**src/configurable_crc_engine_core_macros.svh**
```systemverilog
// Assertion macros for the configurable CRC engine
`ifndef CONFIGURABLE_CRC_ENGINE_CORE_MACROS_SVH
`define CONFIGURABLE_CRC_ENGINE_CORE_MACROS_SVH

// same-cycle implication, checked out of reset
`define CCRC_ASSERT_NOW(lbl, ante, cons) \
  lbl: assert property (@(posedge clk) disable iff (!rst_n) (ante) |-> (cons)) \
    else $error("ccrc check failed: lbl");

// next-cycle implication, checked out of reset
`define CCRC_ASSERT_NEXT(lbl, ante, cons) \
  lbl: assert property (@(posedge clk) disable iff (!rst_n) (ante) |=> (cons)) \
    else $error("ccrc check failed: lbl");

`endif

```
**src/ccrc_pkg.sv**
```systemverilog
// Shared types, codes and bit helpers for the configurable CRC engine
`timescale 1ns / 1ps

package ccrc_pkg;

  localparam int CRC_W      = 32;
  localparam int CFG_ADDR_W = 3;

  // register indexes
  localparam logic [CFG_ADDR_W-1:0] REG_WIDTH_SEL = 3'd0;
  localparam logic [CFG_ADDR_W-1:0] REG_POLY      = 3'd1;
  localparam logic [CFG_ADDR_W-1:0] REG_SEED      = 3'd2;
  localparam logic [CFG_ADDR_W-1:0] REG_REFLECT   = 3'd3;
  localparam logic [CFG_ADDR_W-1:0] REG_FINAL_XOR = 3'd4;

  // width codes; the unused code behaves as 32 bit
  localparam logic [1:0] WSEL_8  = 2'd0;
  localparam logic [1:0] WSEL_16 = 2'd1;
  localparam logic [1:0] WSEL_32 = 2'd2;

  localparam logic [1:0]       RST_WIDTH_SEL = WSEL_32;
  localparam logic [CRC_W-1:0] RST_POLY      = 32'h04C1_1DB7;
  localparam logic [CRC_W-1:0] RST_SEED      = 32'hFFFF_FFFF;
  localparam logic             RST_REFLECT   = 1'b1;
  localparam logic [CRC_W-1:0] RST_FINAL_XOR = 32'hFFFF_FFFF;

  typedef struct packed {
    logic [1:0]       width_sel;
    logic [CRC_W-1:0] poly;
    logic [CRC_W-1:0] seed;
    logic             reflect;
    logic [CRC_W-1:0] final_xor;
  } cfg_t;

  function automatic logic [7:0] rev8(input logic [7:0] v);
    logic [7:0] r;
    for (int i = 0; i < 8; i++) begin
      r[i] = v[7-i];
    end
    return r;
  endfunction

  function automatic logic [CRC_W-1:0] rev32(input logic [CRC_W-1:0] v);
    logic [CRC_W-1:0] r;
    for (int i = 0; i < CRC_W; i++) begin
      r[i] = v[CRC_W-1-i];
    end
    return r;
  endfunction

endpackage

```
**src/ccrc_cfg_regs.sv**
```systemverilog
// Configuration register bank of the configurable CRC engine
`timescale 1ns / 1ps

module ccrc_cfg_regs
  import ccrc_pkg::*;
(
  input  logic                  clk,
  input  logic                  rst_n,
  input  logic                  cfg_we,
  input  logic [CFG_ADDR_W-1:0] cfg_addr,
  input  logic [CRC_W-1:0]      cfg_wdata,
  output cfg_t                  cfg
);

  cfg_t cfg_r;

  always_ff @(posedge clk) begin
    if (!rst_n) begin
      cfg_r.width_sel <= RST_WIDTH_SEL;
      cfg_r.poly      <= RST_POLY;
      cfg_r.seed      <= RST_SEED;
      cfg_r.reflect   <= RST_REFLECT;
      cfg_r.final_xor <= RST_FINAL_XOR;
    end else if (cfg_we) begin
      unique case (cfg_addr)
        REG_WIDTH_SEL: cfg_r.width_sel <= cfg_wdata[1:0];
        REG_POLY:      cfg_r.poly      <= cfg_wdata;
        REG_SEED:      cfg_r.seed      <= cfg_wdata;
        REG_REFLECT:   cfg_r.reflect   <= cfg_wdata[0];
        REG_FINAL_XOR: cfg_r.final_xor <= cfg_wdata;
        default: ;
      endcase
    end
  end

  assign cfg = cfg_r;

endmodule

```
**src/ccrc_fold.sv**
```systemverilog
// Byte-parallel CRC fold and result finishing for widths 8, 16 and 32
`timescale 1ns / 1ps

module ccrc_fold
  import ccrc_pkg::*;
(
  input  cfg_t             cfg,
  input  logic [CRC_W-1:0] crc_cur,
  input  logic [7:0]       data_byte,
  input  logic             first_byte,
  output logic [CRC_W-1:0] crc_nxt,
  output logic [CRC_W-1:0] crc_result
);

  logic [CRC_W-1:0] mask;
  logic [CRC_W-1:0] top;
  logic [CRC_W-1:0] byte_in;
  logic [CRC_W-1:0] poly;
  logic [CRC_W-1:0] r;
  logic [CRC_W-1:0] rev_w;
  logic [7:0]       b;

  always_comb begin
    b = cfg.reflect ? rev8(data_byte) : data_byte;
    unique case (cfg.width_sel)
      WSEL_8: begin
        mask    = 32'h0000_00FF;
        top     = 32'h0000_0080;
        byte_in = {24'd0, b};
      end
      WSEL_16: begin
        mask    = 32'h0000_FFFF;
        top     = 32'h0000_8000;
        byte_in = {16'd0, b, 8'd0};
      end
      default: begin
        mask    = 32'hFFFF_FFFF;
        top     = 32'h8000_0000;
        byte_in = {b, 24'd0};
      end
    endcase
    poly = cfg.poly & mask;
    r    = (first_byte ? cfg.seed : crc_cur) & mask;
    r    = r ^ byte_in;
    for (int i = 0; i < 8; i++) begin
      if ((r & top) != '0) begin
        r = ((r << 1) ^ poly) & mask;
      end else begin
        r = (r << 1) & mask;
      end
    end
    crc_nxt = r;
    // reflect over the active width
    unique case (cfg.width_sel)
      WSEL_8:  rev_w = rev32(r) >> 24;
      WSEL_16: rev_w = rev32(r) >> 16;
      default: rev_w = rev32(r);
    endcase
    crc_result = ((cfg.reflect ? rev_w : r) ^ cfg.final_xor) & mask;
  end

endmodule

```
**src/configurable_crc_engine_core.sv**
```systemverilog
// Top level of the configurable CRC engine: stream ports, pipeline and checks
//
// Usage:
//   in_*  : message bytes. in_tdata[7:0] is the byte, in_tuser marks the
//           first byte of a message (reseeds the CRC), in_tlast the last one.
//   out_* : one item per message, out_tdata[31:0] is the finished CRC,
//           zero-extended for 8 and 16 bit widths.
//   cfg_* : write enable, register index, data; write only while idle.
// Throughput: one byte per cycle while no last byte waits for the result
//   register (see Stall). The byte is held in an input register, the
//   eight-bit fold and finishing run combinationally after it, and the
//   running CRC, and for a last byte the result register, load as the byte
//   leaves the input register; out_tvalid then shows the message's CRC.
// Reset (rst_n low, synchronous): configuration returns to CRC-32 defaults,
//   the running CRC clears to zero, both pipeline registers empty.
// Stall: a held result waits in the output register; bytes without a last
//   mark keep flowing, and a last byte waits in the input register until
//   the result register frees, which drops in_tready.
`timescale 1ns / 1ps
`include "configurable_crc_engine_core_macros.svh"

module configurable_crc_engine_core
  import ccrc_pkg::*;
(
  input  logic                  clk,
  input  logic                  rst_n,
  input  logic                  in_tvalid,
  output logic                  in_tready,
  input  logic [7:0]            in_tdata,  // [7:0] data_byte
  input  logic                  in_tuser,  // [0] first_byte
  input  logic                  in_tlast,  // last_byte
  output logic                  out_tvalid,
  input  logic                  out_tready,
  output logic [CRC_W-1:0]      out_tdata, // [31:0] crc_value
  input  logic                  cfg_we,
  input  logic [CFG_ADDR_W-1:0] cfg_addr,
  input  logic [CRC_W-1:0]      cfg_wdata
);

  cfg_t             cfg;
  logic             s1_valid_r;
  logic [7:0]       s1_byte_r;
  logic             s1_first_r;
  logic             s1_last_r;
  logic [CRC_W-1:0] crc_r;
  logic [CRC_W-1:0] crc_nxt;
  logic [CRC_W-1:0] crc_result;
  logic             out_valid_r;
  logic [CRC_W-1:0] out_data_r;
  logic             out_free;
  logic             s1_adv;

  ccrc_cfg_regs u_cfg (
    .clk       (clk),
    .rst_n     (rst_n),
    .cfg_we    (cfg_we),
    .cfg_addr  (cfg_addr),
    .cfg_wdata (cfg_wdata),
    .cfg       (cfg)
  );

  ccrc_fold u_fold (
    .cfg        (cfg),
    .crc_cur    (crc_r),
    .data_byte  (s1_byte_r),
    .first_byte (s1_first_r),
    .crc_nxt    (crc_nxt),
    .crc_result (crc_result)
  );

  assign out_free  = !out_valid_r || out_tready;
  assign s1_adv    = s1_valid_r && (!s1_last_r || out_free);
  assign in_tready = !s1_valid_r || s1_adv;

  always_ff @(posedge clk) begin
    if (!rst_n) begin
      s1_valid_r <= 1'b0;
    end else if (in_tready) begin
      s1_valid_r <= in_tvalid;
    end
  end

  always_ff @(posedge clk) begin
    if (in_tready && in_tvalid) begin
      s1_byte_r  <= in_tdata;
      s1_first_r <= in_tuser;
      s1_last_r  <= in_tlast;
    end
  end

  always_ff @(posedge clk) begin
    if (!rst_n) begin
      crc_r <= '0;
    end else if (s1_adv) begin
      crc_r <= crc_nxt;
    end
  end

  always_ff @(posedge clk) begin
    if (!rst_n) begin
      out_valid_r <= 1'b0;
    end else if (s1_adv && s1_last_r) begin
      out_valid_r <= 1'b1;
    end else if (out_tready) begin
      out_valid_r <= 1'b0;
    end
  end

  always_ff @(posedge clk) begin
    if (s1_adv && s1_last_r) begin
      out_data_r <= crc_result;
    end
  end

  assign out_tvalid = out_valid_r;
  assign out_tdata  = out_data_r;

  `CCRC_ASSERT_NOW(a_empty_stage_ready, !s1_valid_r, in_tready)

  `CCRC_ASSERT_NEXT(a_last_waits_for_slot,
    s1_valid_r && s1_last_r && out_valid_r && !out_tready,
    s1_valid_r && $stable(crc_r))

  `CCRC_ASSERT_NEXT(a_result_loaded,
    s1_adv && s1_last_r,
    out_valid_r && out_data_r == $past(crc_result))

endmodule
```
**config.mk**
```make
export PLATFORM = sky130hd
export DESIGN_NAME = configurable_crc_engine_core
export DESIGN_NICKNAME = d
export VERILOG_FILES = /design/src/ccrc_pkg.sv /design/src/ccrc_cfg_regs.sv /design/src/ccrc_fold.sv /design/src/configurable_crc_engine_core.sv
export VERILOG_INCLUDE_DIRS = /design/src /design/src/src
export SDC_FILE = /design/constraint.sdc
export NUM_CORES = 1
export LEC_CHECK = 0
export ABC_AREA = 1
export ABC_CLOCK_PERIOD_IN_PS = 8550
export BUFFER_PORTS_ARGS = -buffer_cell sky130_fd_sc_hd__buf_2
export CAP_MARGIN = 20
export CORE_AREA = 2 2 124 246
export CTS_BUF_LIST = sky130_fd_sc_hd__clkbuf_16
export DETAILED_ROUTE_END_ITERATION = 6
export DIE_AREA = 0 0 126 248
export PLACE_DENSITY = 0.67
export SYNTH_ARGS = -nofsm -noshare
export SYNTH_HDL_FRONTEND = slang
export SYNTH_SLANG_ARGS = --single-unit
```
**constraint.sdc**
```tcl
create_clock -name clk -period 8.55 [get_ports clk]
set_clock_uncertainty 0.1 [all_clocks]
set_input_delay 1.71 -clock clk [delete_from_list [all_inputs] [get_ports clk]]
set_output_delay 1.71 -clock clk [all_outputs]
set_load 0.03 [all_outputs]
```
==> flow_summary.json, run 1 <==
{
  "status": "complete, no violations",
  "first_pass_iters": 6,
  "r2r_setup_slack_ps": 570,
  "cp_slowest_cell": "dfxtp_2",
  "place.gp.congestion": 0.9930,
  "synth.largest_area_cell": "nand2_1",
  "crit_type": "flop to flop",
  "critPathCapture": "out_tdata[8]",
  "worst_r2r_endpoint": "out_tdata[8]",
  "syn_area_um2": 14500,
  "drv_cap": 0,
  "rsz0062_at_grt": "no",
  "die_h_um": 248,
  "grt_max_degree": 88,
  "antenna_found_initial": 0,
  "post_cts_buffers": 0,
  "diodes": 0,
  "via_per_inst": 5.773,
  "num-nets-final": 2533,
  "yosysWarnings": 0,
  "fin_hold_ws_ps": 357.7,
  "die-width_um": 126,
  "drtIter0Drc": 1622,
  "crit_arrival_ps": 8080,
  "hold_violations": 0,
  "htree_levels": 4,
  "dieArea_um2": 31250,
  "multi_input_area_um2": 9379,
  "drtAntennaViolNets": 0,
  "routedWlPerCell_um": 21.42,
  "setup-tns-final_ps": 0,
  "clock_latency_ps": 450,
  "grt_overflow": 0,
  "vias": 16511,
  "postCtsResizedCells": 0,
  "cts_root_buf": "clkbuf_16",
  "io_buffers": 83,
  "reg2reg_from": "u_cfg.cfg[98]",
  "regArea_um2": 3925,
  "slew_violations": 0,
  "fp-row-count": 89,
  "startpoint_type": "flop",
  "avgSynthCellArea_um2": 5.907,
  "finalSetupViolations": 0,
  "required_ps": 8650,
  "hold_depth": 2,
  "dp_hpwl_mm": 46.83,
  "hold_path.class": "flop to flop",
  "synthTopCellsByArea": "nand2_1, dfxtp_1, nand3_1, edfxtp_1, o21ai_0",
  "synth_nets": 2505,
  "critPathCaptureType": "flop",
  "ys_types": 33,
  "max_stage_delay_ps": 710,
  "clk_pin_slew_ps": 70,
  "synthFlopType": "dfxtp_1",
  "grt_pass1_vias": 15235,
  "startpoint": "u_cfg.cfg[98]",
  "finalCriticalPeriod_ps": 7984,
  "ys_seq_area_share_pct": 27.06,
  "grt_pass1_wl_mm": 91.46,
  "drive_gt1_share_pct": 9.255,
  "fill_cells": 3143,
  "synthDominantCellAreaShare_pct": 28.73,
  "clkSinkCount": 175,
  "worst_pin_slew_ps": 1074,
  "crit_fanout": 24,
  "drc": 0,
  "ios": 84,
  "max_freq_mhz": 125.3,
  "async_flop_share_pct": 0,
  "ys_ff_latch": 175,
  "cts_made_buffers": 17,
  "coreArea_um2": 29400,
  "routed_wl_mm": 61.27,
  "syn_inst": 2455,
  "rr_worst_depth": 34,
  "slew_headroom_pct": 27.93,
  "cp_common_cell": "nand2_1",
  "synth_edf_count": 42,
  "track_usage_pct": 38.58,
  "start_util_pct": 49.33,
  "clockBufferDepth": 2,
  "ctsHoldBuffers": 0,
  "post-route-period-util_pct": 93.38,
  "area_growth_pct": 9.068,
  "cts_tree": "built"
}
==> worst min-delay path by stage <==
stage,end,slack [ps],startpoint
floorplan,u_cfg.cfg[46],320,u_cfg.cfg[46]
global placement,u_cfg.cfg[43],330,u_cfg.cfg[43]
finish,u_cfg.cfg[41],360,u_cfg.cfg[41]
global route,u_cfg.cfg[41],380,u_cfg.cfg[41]
CTS,u_cfg.cfg[41],360,u_cfg.cfg[41]
detailed placement,u_cfg.cfg[41],340,u_cfg.cfg[41]
==> flip-flops by register name, indices dropped and copies added, names as in the netlist <==
| signal | flops |
|---|---|
| crc_r | 32 |
| s1_first_r | 1 |
| out_tvalid | 1 |
| out_tdata | 32 |
| s1_valid_r | 1 |
| s1_byte_r | 8 |
| s1_last_r | 1 |
| u_cfg.cfg | 99 |
==> cell families (layout without fill, tap and decap cells) <==
group,Yosys count,after routing,synth area share [%]
AND/OR/NAND/NOR,1632,1632,47.84
buffers and inverters,294,335,8.386
AO/OA/AOI/OAI,243,243,9.060
flip-flops,175,175,27.06
XOR/XNOR,111,111,7.653
==> Yosys cell counts (3+ instances only) <==
master / instances
nand3_1: 268
o21ai_1: 11
or2_1: 3
clkbuf_1: 63
buf_6: 6
nand4_1: 88
a21oi_1: 72
nand3_2: 19
o211ai_1: 36
xnor3_1: 10
nand3_4: 3
nand2_2: 6
edfxtp_1: 42
nor2_4: 3
inv_2: 29
nand2_1: 1110
buf_1: 17
dfxtp_1: 133
buf_4: 7
clkinv_1: 15
inv_1: 124
xnor2_1: 36
nor2_1: 116
xor2_1: 65
o21ai_0: 120
nand3b_1: 11
buf_2: 32
==> worst max-delay path: cells and delay by family, from the launching register on <==
family | cells | cell delay [ps]
AO/OA/AOI/OAI | 2 | 620
AND/OR/NAND/NOR | 27 | 4960
flip-flops | 1 | 710
buffers and inverters | 5 | 1280
==> stage by stage <==
stage | setup WS (ps) | cell area (um^2) | util [%] | instances
final | 566.0 | 15820 | 53.80 | 2860
after global routing | 1.123 | 15820 | 53.80 | 2860
after CTS | 692.0 | 15810 | 53.78 | 2860
after detailed placement | 709.1 | 15190 | 51.66 | 2828
after global placement | 877.6 | 15190 | 51.66 | 2828
after floorplan | 3898 | 14500 | - | 2455
==> final cells by class <==
type / instances / area share (%)
inverters: 169 / 4.019
flip-flops and latches: 175 / 24.82
repair buffers: 134 / 5.063
clock buffers: 17 / 2.690
clock inverters: 15 / 1.234
multi-input cells: 1986 / 59.30
well taps: 364 / 2.880
==> layer usage <==
layer	GRT usage (%)	vias up	wire, um
met5	0	-	0
met4	27.38	0	5185
met3	3.859	192	3429
met2	66.07	731	29280
met1	44.78	7591	23370
li1	-	7997	-
==> layout by cell type, fill, tap and decap left out, types with 3 or more instances in the layout <==
cell type and n:
nand2_1 1110, nand3_1 268, dfxtp_1 132, inv_1 126
o21ai_0 120, nor2_1 116, nand4_1 88, buf_2 82
a21oi_1 72, xor2_1 65, buf_4 52, edfxtp_1 42
xnor2_1 36, o211ai_1 36, inv_2 29, nand3_2 18
clkbuf_16 17, clkinv_1 15, nand3b_1 11, o21ai_1 11
xnor3_1 10, nand2_2 6, nand3_4 4, bufinv_16 4
nor2_4 3, or2_1 3, clkinv_2 3, clkinvlp_4 3
Power of run 1 is left out: the tool's default activity adds up to more than one toggle a clock period on the data nets, which glitch-free logic cannot reach.
==> inputs of run 2 (changes only) <==
- CORE_AREA: 2 2 124 246 -> 2 2 143 284
- DIE_AREA: 0 0 126 248 -> 0 0 145 286
- PLACE_DENSITY: 0.67 -> default
- SYNTH_HIERARCHICAL: default -> 1
==> run 2 against run 1 <==
Net effect:
- die area up 33%
- synthesized area up 7.0%
- final cell count up 13%
- non-clock buffer count up 1
- synthesized cell count up 9.2%
- utilization down 11 points
- design area up 6.4%
- sequential share of layout area down 1.5 points
- clock-buffer cell count unchanged
- via count up 6.4%
- maximum frequency up 2.0%
- sequential cell count unchanged
- critical path type unchanged
- highest routed layer unchanged
==> flow_summary.json, run 2 <==
{
  "io_buffers": 83,
  "synth_nets": 2730,
  "drv_cap": 0,
  "synthFlopType": "dfxtp_1",
  "critPathCaptureType": "flop",
  "first_pass_iters": 5,
  "clkSinkCount": 175,
  "die-width_um": 145,
  "clock_latency_ps": 450,
  "synth_edf_count": 42,
  "hp-start": "u_cfg/cfg[45]",
  "postCtsResizedCells": 0,
  "synth.largest_area_cell": "nand2_1",
  "setup-tns-final_ps": 0,
  "routedWlPerCell_um": 21.52,
  "vias": 17573,
  "cts_tree": "built",
  "cts_made_buffers": 17,
  "startpoint_type": "flop",
  "finalSetupViolations": 0,
  "ys_ff_latch": 175,
  "area_growth_pct": 8.502,
  "grt_overflow": 0,
  "diodes": 0,
  "grt_pass1_vias": 16605,
  "post_cts_buffers": 0,
  "hold_path.class": "flop to flop",
  "mostFrequentLayoutCells": "nand2_1, nand3_1, inv_1, nor2_1, dfxtp_1",
  "ys_seq_area_share_pct": 25.30,
  "max_freq_mhz": 127.7,
  "ios": 84,
  "critical_path_depth": 38,
  "dp_hpwl_mm": 53.42,
  "drtAntennaViolNets": 0,
  "r2r_setup_slack_ps": 720,
  "synthTopCellsByArea": "nand2_1, dfxtp_1, nand3_1, edfxtp_1, inv_1",
  "slew_violations": 0,
  "cp_top_family": "simple AND/OR/NAND/NOR gates",
  "multi_input_area_um2": 9921,
  "slew_headroom_pct": 36.17,
  "ctsHoldBuffers": 0,
  "required_ps": 8650,
  "track_usage_pct": 32.82,
  "syn_area_um2": 15510,
  "hold_violations": 0,
  "rsz0062_at_grt": "no",
  "fill_cells": 4393,
  "design_area_um2": 16830,
  "antenna_found_initial": 0,
  "async_flop_share_pct": 0,
  "cp_slowest_cell": "dfxtp_2",
  "crit_fanout": 32,
  "dieArea_um2": 41470,
  "rr_worst_depth": 38,
  "worst_pin_slew_ps": 957.4,
  "fin_cells": 3231,
  "holdPathEnd": "u_cfg/cfg[45]",
  "via_per_inst": 5.439,
  "layout.cells.most_common": "nand2_1",
  "num-nets-final": 2743,
  "clockBufferDepth": 2,
  "fp-row-count": 103,
  "cp_common_cell": "nand2_1",
  "synthDominantCellAreaShare_pct": 28.90,
  "status": "complete, no violations",
  "drc": 0,
  "routed_wl_mm": 69.52,
  "syn_inst": 2680,
  "finalCriticalPeriod_ps": 7828,
  "max_stage_delay_ps": 450,
  "place.gp.congestion": 0.9998,
  "placed_area_um2": 16210,
  "crit_arrival_ps": 7930,
  "largest_reg_flops": 99,
  "die_h_um": 286,
  "yosys.cell_count.top_type": "nand2_1",
  "synth_commonest_cells": "nand2_1, nand3_1, inv_1, nor2_1, dfxtp_1",
  "drtIter0Drc": 1518,
  "ys_types": 37,
  "crit_type": "flop to flop",
  "drive_gt1_share_pct": 9.867,
  "hold_depth": 2,
  "grt_pass1_wl_mm": 102.7,
  "final_core_util_pct": 42.81,
  "post-route-period-util_pct": 91.56,
  "grt_max_degree": 86,
  "cts_root_buf": "clkbuf_16",
  "htree_levels": 4,
  "clk_pin_slew_ps": 70,
  "regArea_um2": 3926,
  "worst_r2r_endpoint": "out_tdata[8]",
  "reg2reg_from": "u_cfg/cfg[98]",
  "start_util_pct": 39.46,
  "coreArea_um2": 39310,
  "crit_buf_inv": 6,
  "avgSynthCellArea_um2": 5.787,
  "yosysWarnings": 6,
  "place_inst": 3199
}
==> run 2: stage by stage <==
step                setup slack (ps)  hold WS (ps)
CTS                            681.0         358.8
global route                   210.0         375.5
detailed placement             719.6         343.0
floorplan                       3861         323.6
global placement               935.9         338.9
finish                         721.7         359.5
==> run 2: area by class of cell <==
type	instances	share of cell area, %
multi-input cells	2124	58.95
flip-flops and latches	175	23.33
inverters	240	5.398
repair buffers	135	4.803
well taps	525	3.903
clock buffers	17	2.528
clock inverters	15	1.086
==> run 2: cells by family (layout without fill, tap and decap cells) <==
family / count (synthesis) / count (layout) / share of synthesized area, %
AOI/OAI and AO/OA: 173 / 173 / 5.865
buffers and inverters: 381 / 407 / 10.80
and+or+nand+nor: 1846 / 1846 / 51.40
xor gates and xnor gates: 105 / 105 / 6.639
DFF: 175 / 175 / 25.30
==> run 2: how the worst max path moves through the flow <==
stage                   from             to
2_1_floorplan  u_cfg/cfg[32]  out_tdata[15]
3_3_place_gp   u_cfg/cfg[98]   out_tdata[8]
3_5_place_dp   u_cfg/cfg[98]   out_tdata[8]
4_1_cts        u_cfg/cfg[98]   out_tdata[8]
5_1_grt        u_cfg/cfg[98]   out_tdata[8]
6_report       u_cfg/cfg[98]   out_tdata[8]
==> run 2: layer usage <==
| metal | GRT usage (%) | vias up | wire length, um |
|---|---|---|---|
| met4 | 25.30 | 0 | 6083 |
| li1 | - | 8560 | - |
| met5 | 0 | - | 0 |
| met2 | 59.27 | 676 | 34610 |
| met3 | 2.935 | 207 | 3366 |
| met1 | 35.17 | 8130 | 25460 |
==> run 2: worst register-to-register path, delay by kind of cell (launching register included) <==
kind | cells | cell delay (ps)
and+or+nand+nor | 32 | 5400
buffers and inverters | 6 | 1650
DFF | 1 | 450
Power of run 2 is left out for the same reason.
